[config.mk]
export PLATFORM = sky130hd
export DESIGN_NAME = piecewise_linear_error_correction_unit_flat
export DESIGN_NICKNAME = d
export VERILOG_FILES = /design/src/design/plec_pkg.sv /design/src/design/plec_if.sv /design/src/design/piecewise_linear_error_correction_unit.sv /design/src/flat_wrapper.sv
export SDC_FILE = /design/constraint.sdc
export NUM_CORES = 2
export LEC_CHECK = 0
export BUFFER_PORTS_ARGS = -buffer_cell sky130_fd_sc_hd__buf_2
export CAP_MARGIN = 15
export CORE_MARGIN = 2
export CORE_UTILIZATION = 50
export CTS_CLUSTER_SIZE = 24
export DETAILED_ROUTE_END_ITERATION = 8
export PLACE_DENSITY_LB_ADDON = 0.12
export SETUP_SLACK_MARGIN = 0.02
export SYNTH_ARGS = -nofsm -noshare
export SYNTH_HDL_FRONTEND = slang
export SYNTH_SLANG_ARGS = --single-unit
[constraint.sdc]
create_clock -name clock -period 9.77 [get_ports clock]
set_input_delay 0.977 -clock clock [delete_from_list [all_inputs] [get_ports clock]]
set_output_delay 0.977 -clock clock [all_outputs]
set_load 0.05 [all_outputs]
[src/design/plec_pkg.sv]
// ----------------------------------------------------------------------------
// plec_pkg - shared types and constants for the piecewise-linear error
// correction unit
//
// Field types, region codes, register indexes and pipeline geometry.
// ----------------------------------------------------------------------------
package plec_pkg;

   // Field types
   typedef logic signed [31:0] meas_type;
   typedef logic [1:0]         region_type;
   typedef logic [30:0]        fs_type;
   typedef logic [2:0]         csr_index_type;
   typedef logic [63:0]        csr_data_type;

   // Table geometry
   localparam int NumPoints = 10;
   localparam int NumPairs  = NumPoints / 2;
   localparam int FracBits  = 16;
   localparam int SegBits   = 4;
   localparam int QuoBits   = SegBits + FracBits;

   // Region codes
   localparam region_type RegionPass   = 2'd0;
   localparam region_type RegionInterp = 2'd1;
   localparam region_type RegionFull   = 2'd2;

   // Register indexes
   localparam csr_index_type CsrCalValid  = 3'd0;
   localparam csr_index_type CsrFullScale = 3'd1;
   localparam csr_index_type CsrPair0     = 3'd2;
   localparam csr_index_type CsrPair1     = 3'd3;
   localparam csr_index_type CsrPair2     = 3'd4;
   localparam csr_index_type CsrPair3     = 3'd5;
   localparam csr_index_type CsrPair4     = 3'd6;

   // Pipeline geometry: decode, divider stages, lookup, multiply, add, output
   localparam int DivStepsPerStage = 2;
   localparam int DivStages        = QuoBits / DivStepsPerStage;
   localparam int LkStage          = DivStages + 1;
   localparam int MulStage         = DivStages + 2;
   localparam int AddStage         = DivStages + 3;
   localparam int OutStage         = DivStages + 4;
   localparam int NumStages        = OutStage + 1;

   // Saturation limits
   localparam meas_type MeasMax = 32'sh7fff_ffff;
   localparam meas_type MeasMin = 32'sh8000_0000;

   // Restoring divider state: partial remainder and dividend/quotient shifter
   typedef struct packed {
      logic [30:0]        rem;
      logic [QuoBits-1:0] dq;
   } div_state_type;

endpackage

[src/design/plec_if.sv]
// ----------------------------------------------------------------------------
// plec_if - channel interfaces of the piecewise-linear error correction unit
//
// Measurement request, corrected response and register write channels.
// ----------------------------------------------------------------------------

// Measurement request channel
interface plec_req_if;
   import plec_pkg::*;
   logic     valid;
   logic     ready;
   meas_type measured;
   modport source (output valid, output measured, input ready);
   modport sink (input valid, input measured, output ready);
endinterface

// Corrected response channel
interface plec_rsp_if;
   import plec_pkg::*;
   logic       valid;
   logic       ready;
   meas_type   corrected;
   region_type region;
   logic       saturated;
   modport source (output valid, output corrected, output region, output saturated,
                   input ready);
   modport sink (input valid, input corrected, input region, input saturated,
                 output ready);
endinterface

// Register write channel
interface plec_csr_if;
   import plec_pkg::*;
   logic          valid;
   logic          ready;
   csr_index_type index;
   csr_data_type  data;
   modport source (output valid, output index, output data, input ready);
   modport sink (input valid, input index, input data, output ready);
endinterface

[src/design/piecewise_linear_error_correction_unit.sv]
// ----------------------------------------------------------------------------
// piecewise_linear_error_correction_unit - calibration error correction
//
// Throughput: one transaction per cycle unless the response channel stalls;
// the 20-bit restoring divider is unrolled two quotient bits per stage over
// ten stages.
// Reset: clears pipeline valid bits and all configuration registers (correction disabled).
// ----------------------------------------------------------------------------
module piecewise_linear_error_correction_unit (
   input logic        clock,
   input logic        reset,
   plec_req_if.sink   req_if,
   plec_rsp_if.source rsp_if,
   plec_csr_if.sink   csr_if
);
   import plec_pkg::*;

   // Configuration registers
   logic         cal_valid_ff;
   fs_type       full_scale_ff;
   csr_data_type error_pair_ff [NumPairs];

   // Pipeline control
   logic [NumStages-1:0] vld_ff;
   logic [NumStages-1:0] vld_in;
   logic [NumStages-1:0] stg_ready;

   // Payload travelling with each transaction
   meas_type      meas_ff   [0:AddStage];
   region_type    region_ff [0:AddStage];
   div_state_type div_ff    [0:DivStages];
   div_state_type div_in    [1:DivStages];

   // Decode stage inputs
   logic          pass_in;
   logic          full_in;
   region_type    region_in;
   logic [34:0]   scaled_in;
   div_state_type div0_in;

   // Lookup stage
   logic [SegBits-1:0]  seg_raw;
   logic [SegBits-1:0]  seg;
   meas_type            lk_e0_in;
   meas_type            lk_e1;
   logic signed [32:0]  lk_diff_in;
   meas_type            lk_e0_ff;
   logic signed [32:0]  lk_diff_ff;
   logic [FracBits-1:0] lk_t_ff;

   // Multiply stage
   logic signed [49:0] mul_prod_in;
   logic signed [49:0] mul_prod_ff;
   meas_type           mul_e0_ff;

   // Add stage
   logic signed [49:0] add_shift;
   logic signed [33:0] add_err_in;
   logic signed [33:0] add_err_ff;

   // Output stage
   logic signed [34:0] out_diff;
   meas_type           out_corr_in;
   logic               out_sat_in;
   meas_type           out_corr_ff;
   region_type         out_region_ff;
   logic               out_sat_ff;

   // Error at table point p (1..10)
   function automatic meas_type err_point(logic [SegBits-1:0] p);
      logic [SegBits-1:0] idx;
      csr_data_type       pair;
      idx  = p - SegBits'(1);
      pair = error_pair_ff[idx[SegBits-1:1]];
      return idx[0] ? pair[63:32] : pair[31:0];
   endfunction

   // One restoring division step
   function automatic div_state_type div_step(div_state_type cur, fs_type fs);
      logic [31:0]   trial;
      logic [31:0]   sub;
      div_state_type nxt;
      trial = {cur.rem, cur.dq[QuoBits-1]};
      sub   = trial - {1'b0, fs};
      if (trial >= {1'b0, fs}) begin
         nxt.rem = sub[30:0];
         nxt.dq  = {cur.dq[QuoBits-2:0], 1'b1};
      end else begin
         nxt.rem = trial[30:0];
         nxt.dq  = {cur.dq[QuoBits-2:0], 1'b0};
      end
      return nxt;
   endfunction

   // Register writes; always ready
   assign csr_if.ready = 1'b1;

   always_ff @(posedge clock) begin
      if (reset) begin
         cal_valid_ff  <= 1'b0;
         full_scale_ff <= '0;
         for (int i = 0; i < NumPairs; i++) begin
            error_pair_ff[i] <= '0;
         end
      end else if (csr_if.valid && csr_if.ready) begin
         case (csr_if.index)
            CsrCalValid:  cal_valid_ff     <= csr_if.data[0];
            CsrFullScale: full_scale_ff    <= csr_if.data[30:0];
            CsrPair0:     error_pair_ff[0] <= csr_if.data;
            CsrPair1:     error_pair_ff[1] <= csr_if.data;
            CsrPair2:     error_pair_ff[2] <= csr_if.data;
            CsrPair3:     error_pair_ff[3] <= csr_if.data;
            CsrPair4:     error_pair_ff[4] <= csr_if.data;
            default: ;
         endcase
      end
   end

   // Stage handshake: a stage loads when empty or when its successor loads
   always_comb begin
      stg_ready[NumStages-1] = !vld_ff[NumStages-1] || rsp_if.ready;
      for (int i = NumStages - 2; i >= 0; i--) begin
         stg_ready[i] = !vld_ff[i] || stg_ready[i+1];
      end
      vld_in[0] = req_if.valid;
      for (int i = 1; i < NumStages; i++) begin
         vld_in[i] = vld_ff[i-1];
      end
   end

   assign req_if.ready = stg_ready[0];

   always_ff @(posedge clock) begin
      if (reset) begin
         vld_ff <= '0;
      end else begin
         for (int i = 0; i < NumStages; i++) begin
            if (stg_ready[i]) begin
               vld_ff[i] <= vld_in[i];
            end
         end
      end
   end

   // Decode: classify, scale by ten, seed the divider
   always_comb begin
      pass_in   = !cal_valid_ff || (full_scale_ff == '0) ||
                  req_if.measured[31] || (req_if.measured == '0);
      full_in   = req_if.measured[30:0] >= full_scale_ff;
      region_in = pass_in ? RegionPass : (full_in ? RegionFull : RegionInterp);
      scaled_in = {1'b0, req_if.measured[30:0], 3'b000} +
                  {3'b000, req_if.measured[30:0], 1'b0};
      div0_in.rem = scaled_in[34:4];
      div0_in.dq  = {scaled_in[3:0], {FracBits{1'b0}}};
   end

   // Divider stages: segment index and fraction of 10*m/fs
   always_comb begin
      div_state_type cur;
      for (int j = 1; j <= DivStages; j++) begin
         cur = div_ff[j-1];
         for (int s = 0; s < DivStepsPerStage; s++) begin
            cur = div_step(cur, full_scale_ff);
         end
         div_in[j] = cur;
      end
   end

   // Lookup: end points of the segment, or the last point at full scale
   always_comb begin
      seg_raw = div_ff[DivStages].dq[QuoBits-1 -: SegBits];
      seg     = (seg_raw > SegBits'(NumPoints - 1)) ? SegBits'(NumPoints - 1) : seg_raw;
      lk_e1   = err_point(seg + SegBits'(1));
      if (region_ff[DivStages] == RegionFull) begin
         lk_e0_in   = err_point(SegBits'(NumPoints));
         lk_diff_in = '0;
      end else begin
         lk_e0_in   = (seg == '0) ? '0 : err_point(seg);
         lk_diff_in = 33'(lk_e1) - 33'(lk_e0_in);
      end
   end

   // Multiply slope by fraction, then floor and add the base error
   assign mul_prod_in = lk_diff_ff * $signed({1'b0, lk_t_ff});
   assign add_shift   = mul_prod_ff >>> FracBits;
   assign add_err_in  = 34'(mul_e0_ff) + add_shift[33:0];

   // Subtract and saturate; pass-region transactions bypass both
   always_comb begin
      out_diff    = 35'(meas_ff[AddStage]) - 35'(add_err_ff);
      out_corr_in = out_diff[31:0];
      out_sat_in  = 1'b0;
      if (!out_diff[34] && (out_diff[33:31] != 3'b000)) begin
         out_corr_in = MeasMax;
         out_sat_in  = 1'b1;
      end else if (out_diff[34] && (out_diff[33:31] != 3'b111)) begin
         out_corr_in = MeasMin;
         out_sat_in  = 1'b1;
      end
      if (region_ff[AddStage] == RegionPass) begin
         out_corr_in = meas_ff[AddStage];
         out_sat_in  = 1'b0;
      end
   end

   // Payload registers
   always_ff @(posedge clock) begin
      if (stg_ready[0]) begin
         meas_ff[0]   <= req_if.measured;
         region_ff[0] <= region_in;
         div_ff[0]    <= div0_in;
      end
      for (int i = 1; i <= AddStage; i++) begin
         if (stg_ready[i]) begin
            meas_ff[i]   <= meas_ff[i-1];
            region_ff[i] <= region_ff[i-1];
         end
      end
      for (int j = 1; j <= DivStages; j++) begin
         if (stg_ready[j]) begin
            div_ff[j] <= div_in[j];
         end
      end
      if (stg_ready[LkStage]) begin
         lk_e0_ff   <= lk_e0_in;
         lk_diff_ff <= lk_diff_in;
         lk_t_ff    <= div_ff[DivStages].dq[FracBits-1:0];
      end
      if (stg_ready[MulStage]) begin
         mul_prod_ff <= mul_prod_in;
         mul_e0_ff   <= lk_e0_ff;
      end
      if (stg_ready[AddStage]) begin
         add_err_ff <= add_err_in;
      end
      if (stg_ready[OutStage]) begin
         out_corr_ff   <= out_corr_in;
         out_region_ff <= region_ff[AddStage];
         out_sat_ff    <= out_sat_in;
      end
   end

   // Response channel
   assign rsp_if.valid     = vld_ff[OutStage];
   assign rsp_if.corrected = out_corr_ff;
   assign rsp_if.region    = out_region_ff;
   assign rsp_if.saturated = out_sat_ff;

   // Assertions
   a_req_enters: assert property (@(posedge clock) disable iff (reset)
      req_if.valid && req_if.ready |=> vld_ff[0])
      else $error("accepted transaction did not enter decode stage");

   a_div_rem: assert property (@(posedge clock) disable iff (reset)
      vld_ff[DivStages] && (region_ff[DivStages] == RegionInterp) |->
      (div_ff[DivStages].rem < full_scale_ff) &&
      (div_ff[DivStages].dq[QuoBits-1 -: SegBits] <= SegBits'(NumPoints - 1)))
      else $error("divider remainder or segment index out of range");

   a_pass_nosat: assert property (@(posedge clock) disable iff (reset)
      rsp_if.valid && (rsp_if.region == RegionPass) |-> !rsp_if.saturated)
      else $error("pass-through transaction flagged as saturated");

   a_sat_limit: assert property (@(posedge clock) disable iff (reset)
      rsp_if.valid && rsp_if.saturated |->
      (rsp_if.corrected == MeasMax) || (rsp_if.corrected == MeasMin))
      else $error("saturated result is not a limit value");

endmodule
[src/flat_wrapper.sv]
// flat-port wrapper written by rule: the top's interface ports become plain ports
module piecewise_linear_error_correction_unit_flat import plec_pkg::*;
  (clock, reset, req_if_valid, req_if_measured, req_if_ready, rsp_if_valid, rsp_if_corrected, rsp_if_region, rsp_if_saturated, rsp_if_ready, csr_if_valid, csr_if_index, csr_if_data, csr_if_ready);
  plec_req_if req_if_i ();
  plec_rsp_if rsp_if_i ();
  plec_csr_if csr_if_i ();
  input logic clock;
  input logic reset;
  input wire logic [$bits(req_if_i.valid)-1:0] req_if_valid;
  input wire logic [$bits(req_if_i.measured)-1:0] req_if_measured;
  output wire logic [$bits(req_if_i.ready)-1:0] req_if_ready;
  output wire logic [$bits(rsp_if_i.valid)-1:0] rsp_if_valid;
  output wire logic [$bits(rsp_if_i.corrected)-1:0] rsp_if_corrected;
  output wire logic [$bits(rsp_if_i.region)-1:0] rsp_if_region;
  output wire logic [$bits(rsp_if_i.saturated)-1:0] rsp_if_saturated;
  input wire logic [$bits(rsp_if_i.ready)-1:0] rsp_if_ready;
  input wire logic [$bits(csr_if_i.valid)-1:0] csr_if_valid;
  input wire logic [$bits(csr_if_i.index)-1:0] csr_if_index;
  input wire logic [$bits(csr_if_i.data)-1:0] csr_if_data;
  output wire logic [$bits(csr_if_i.ready)-1:0] csr_if_ready;
  assign req_if_i.valid = req_if_valid;
  assign req_if_i.measured = req_if_measured;
  assign req_if_ready = req_if_i.ready;
  assign rsp_if_valid = rsp_if_i.valid;
  assign rsp_if_corrected = rsp_if_i.corrected;
  assign rsp_if_region = rsp_if_i.region;
  assign rsp_if_saturated = rsp_if_i.saturated;
  assign rsp_if_i.ready = rsp_if_ready;
  assign csr_if_i.valid = csr_if_valid;
  assign csr_if_i.index = csr_if_index;
  assign csr_if_i.data = csr_if_data;
  assign csr_if_ready = csr_if_i.ready;
  piecewise_linear_error_correction_unit u_core (.clock(clock), .reset(reset), .req_if(req_if_i), .rsp_if(rsp_if_i), .csr_if(csr_if_i));
endmodule
==> results.py <==
metrics = {
    "outcome": {
        "outcome": "completed",
    },
    "yosys": {
        "ys.flop_type": "sky130_fd_sc_hd__edfxtp_1",
        "leading_area_contributor_after_synthesis": "sky130_fd_sc_hd__edfxtp_1",
        "synth-edff-count": 1433,
        "synthesis.instances": 10300,
        "syn-num-nets": 11800,
        "synth-async-reset-ratio_pct": 0,
        "synth_top_area_share_pct": 38.8,
        "avgSynthCellArea_um2": 10.8,
        "yosysMostFrequentCell": "sky130_fd_sc_hd__edfxtp_1",
        "yosysUniqueCellTypes": 96,
        "ys_ff_latch": 1480,
        "yosysWarnings": 0,
        "synthesis.area_mm2": 0.111,
        "ys_top_cells_by_area": "sky130_fd_sc_hd__edfxtp_1 (39%), sky130_fd_sc_hd__ha_1 (10%), sky130_fd_sc_hd__fa_1 (9.3%)",
        "synth_top_cells_by_count": "sky130_fd_sc_hd__edfxtp_1 (1433), sky130_fd_sc_hd__nand2_1 (1016), sky130_fd_sc_hd__ha_1 (889)",
        "yosysSeqAreaShare_pct": 39.7,
    },
    "global_route": {
        "antenna_found_initial": 15,
        "grt_start_max_net_pins": 86,
        "grtUsageTotal_pct": 27.1,
        "grt_overflow_total": 0,
        "first_global_vias": 80100,
        "global_route_wire_length_before_repair_um": 470000,
    },
    "worst_setup_path": {
        "worst_ep_required_time_ns": 10.33,
        "timing.reg2reg.worst_path_depth": 23,
        "cp-end-kind": "register",
        "regToRegStartpoint": "u_core.full_scale_ff[1]",
        "critical_path.reg2reg.endpoint": "u_core.div_ff[6][44]",
        "reg2reg_slack_ns": 1.80,
        "worstPathMaxFanout": 42,
        "crit_chain": "inv_2, fa_1, a21o_1, a21o_1, a21oi_1, o22ai_1, or3_1, a211oi_1, o21a_1, mux2_2, ha_1, o21a_1, o21ai_0, o21bai_1, a2111oi_0, o2111a_1, o211a_1, o31ai_1, a21boi_1, a2111oi_4, buf_4, inv_2, mux2_2",
        "slowest_delay_ns": 0.72,
        "slowest_stage_cell_cp": "sky130_fd_sc_hd__o21a_1",
        "worst_path_arrival_ns": 8.53,
        "setup.worst_path.start_class": "register",
        "timing_worst_setup_path_type": "register to register",
    },
    "clock_tree": {
        "tritoncts_num_sinks": 1480,
        "worst_skew_pair.late_latency_ns": 0.85,
        "cts_inserted_buffers": 163,
        "clk_pin_slew_worst_paths_ns": 0.06,
        "post_cts.resized_instances": 0,
        "tritoncts": "built",
        "postCtsSetupBuffers": 0,
        "htreeDepth": 4,
        "clock_tree.root_cell": "sky130_fd_sc_hd__clkbuf_16",
        "clock_path_buffers": 3,
        "cts_hold_buf": 0,
    },
    "placement": {
        "placedCellCount": 13200,
        "portBuffers": 140,
        "routabilityCongestion": 0.937,
        "placed_wire_length_estimate_um": 232000,
    },
    "floorplan": {
        "die_area_mm2": 0.226,
        "initial_utilization_pct": 50.4,
        "floorplan.rows": 172,
        "fp.dieW_um": 475,
        "placeableCoreArea_mm2": 0.220,
        "chipHeight_um": 475,
        "ios": 142,
    },
    "detailed_routing": {
        "drcViolationCount": 0,
        "drt-pass1-iter-count": 6,
        "totalWireLength_um": 307000,
        "route.detailed.vias_per_inst": 5.93,
        "antenna_left": 0,
        "drt_iter0_drc": 6004,
        "route.detailed.wl_per_inst_um": 22.7,
        "total_via_count_in_the_routed_design": 80200,
    },
    "run": {
        "max_cap_violations": 0,
    },
    "layout": {
        "final_layout_size_suffix_gt1_share_pct": 10.4,
        "finish.net_count": 12000,
        "instances_no_fill": 13500,
        "area_delta_synth_final_pct": 9.18,
    },
    "timing": {
        "finalCriticalPeriod_ns": 7.97,
        "hold_viol_final": 0,
        "fin_max_slew_vios": 0,
        "fmaxAchievable_mhz": 125,
        "setup_viol_count_final": 0,
        "max_slew.worst_pin.slew_ns": 1.19,
        "rsz0062_at_grt": "false",
        "final_min_period_over_clock_period_pct": 81.6,
        "relSlewSlack_pct": 20.9,
        "timing.setup.tns_ns": 0,
        "hold-worst-slack_ns": 0.394,
        "timing.clock.skew_ns": 0.0509,
    },
    "worst_hold_path": {
        "hold_path_end": "u_core.meas_ff[1][37]",
        "min_delay_path_depth": 0,
        "hold_path_class": "register to register",
        "timing.hold.worst.start": "u_core.meas_ff[1][5]",
    },
}
layout by cell type (no fill, tap or decap), drive strengths merged, types with 79 or more instances in the layout:
cell and count:
edfxtp 1433, nand2 1016, inv 894, ha 889, a21oi 688, nor2 568
o21ai 549, fa 517, xnor2 410, a21o 368, and2 315, buf 306
mux2 276, xor2 195, clkbuf 192, mux4 166, nand3 134, nor3 120
o21a 111, nor2b 100, nand2b 98, nand4 87, and3 85, o21bai 79
sequential cells by signal (all words and copies together) (netlist names):
name / flops
u_core.meas_ff: 448
u_core.div_ff: 421
u_core.error_pair_ff: 320
u_core.add_err_ff: 34
u_core.mul_prod_ff: 34
u_core.lk_diff_ff: 33
u_core.lk_e0_ff: 32
u_core.mul_e0_ff: 32
u_core.rsp_if.corrected: 32
u_core.full_scale_ff: 31
u_core.region_ff: 28
u_core.lk_t_ff: 16
u_core.vld_ff: 15
u_core.rsp_if.region: 2
u_core.cal_valid_ff: 1
u_core.rsp_if.saturated: 1
cell type report:
| class | instances | area, µm² |
|---|---|---|
| antenna | 4 | 10.0 |
| multi-input combinational | 7607 | 62600 |
| clock inverter | 106 | 1180 |
| tap | 2958 | 3700 |
| sequential | 1480 | 44000 |
| timing repair buffer | 306 | 2010 |
| fill | 18800 | 99100 |
| clock buffer | 192 | 4230 |
| inverter | 889 | 3340 |
cells by family (layout without fill, tap and decap cells):
logic type	count (synthesis)	in the layout	share of synthesized area, %
DFF	1480	1480	39.7
buffers and inverters	1196	1493	4.11
xor gates and xnor gates	605	605	4.78
AOI/OAI and AO/OA	2421	2421	14.1
other	1	5	0.00338
adders and majority gates	1406	1406	19.4
muxes	487	487	6.58
and+or+nand+nor	2687	2687	11.4
worst max-delay path by stage:
stage                                        from                    to  slack (ns)  cells past startpoint
after detailed placement  u_core.full_scale_ff[6]  u_core.div_ff[9][26]        1.91                     23
after CTS                 u_core.full_scale_ff[6]  u_core.div_ff[5][27]        1.86                     26
final                     u_core.full_scale_ff[1]  u_core.div_ff[6][44]        1.80                     23
after floorplan                      rsp_if_ready  u_core.div_ff[0][19]        1.65                      9
after global placement    u_core.full_scale_ff[6]  u_core.div_ff[9][29]        2.07                     23
after global routing      u_core.full_scale_ff[1]  u_core.div_ff[7][41]        1.28                     26
critical path: cells and delay by family (launching register included):
family | cells | cell delay (ns)
AOI/OAI and AO/OA | 15 | 4.30
buffers and inverters | 3 | 0.88
adders and majority gates | 2 | 0.82
muxes | 2 | 0.75
DFF | 1 | 0.49
and+or+nand+nor | 1 | 0.42
layer usage:
| layer | track usage, % | up-vias | share of wire, % |
|---|---|---|---|
| li1 | - | 37600 | - |
| met1 | 34.0 | 39500 | 41 |
| met2 | 46.0 | 2450 | 48 |
| met3 | 3.44 | 664 | 5.1 |
| met4 | 14.3 | 12 | 6.0 |
| met5 | 0 | - | 0.025 |
metrics by stage:
step,instance area (µm²),util [%],setup WS [ns]
3_5_place_dp,116000,52.5,1.91
6_report,121000,55.0,1.80
2_1_floorplan,111000,-,1.65
4_1_cts,121000,55.0,1.86
5_1_grt,121000,55.0,1.28
3_3_place_gp,116000,52.5,2.07
Power is left out: the tool's default activity adds up to more than one toggle a clock period on the data nets, which glitch-free logic cannot reach.
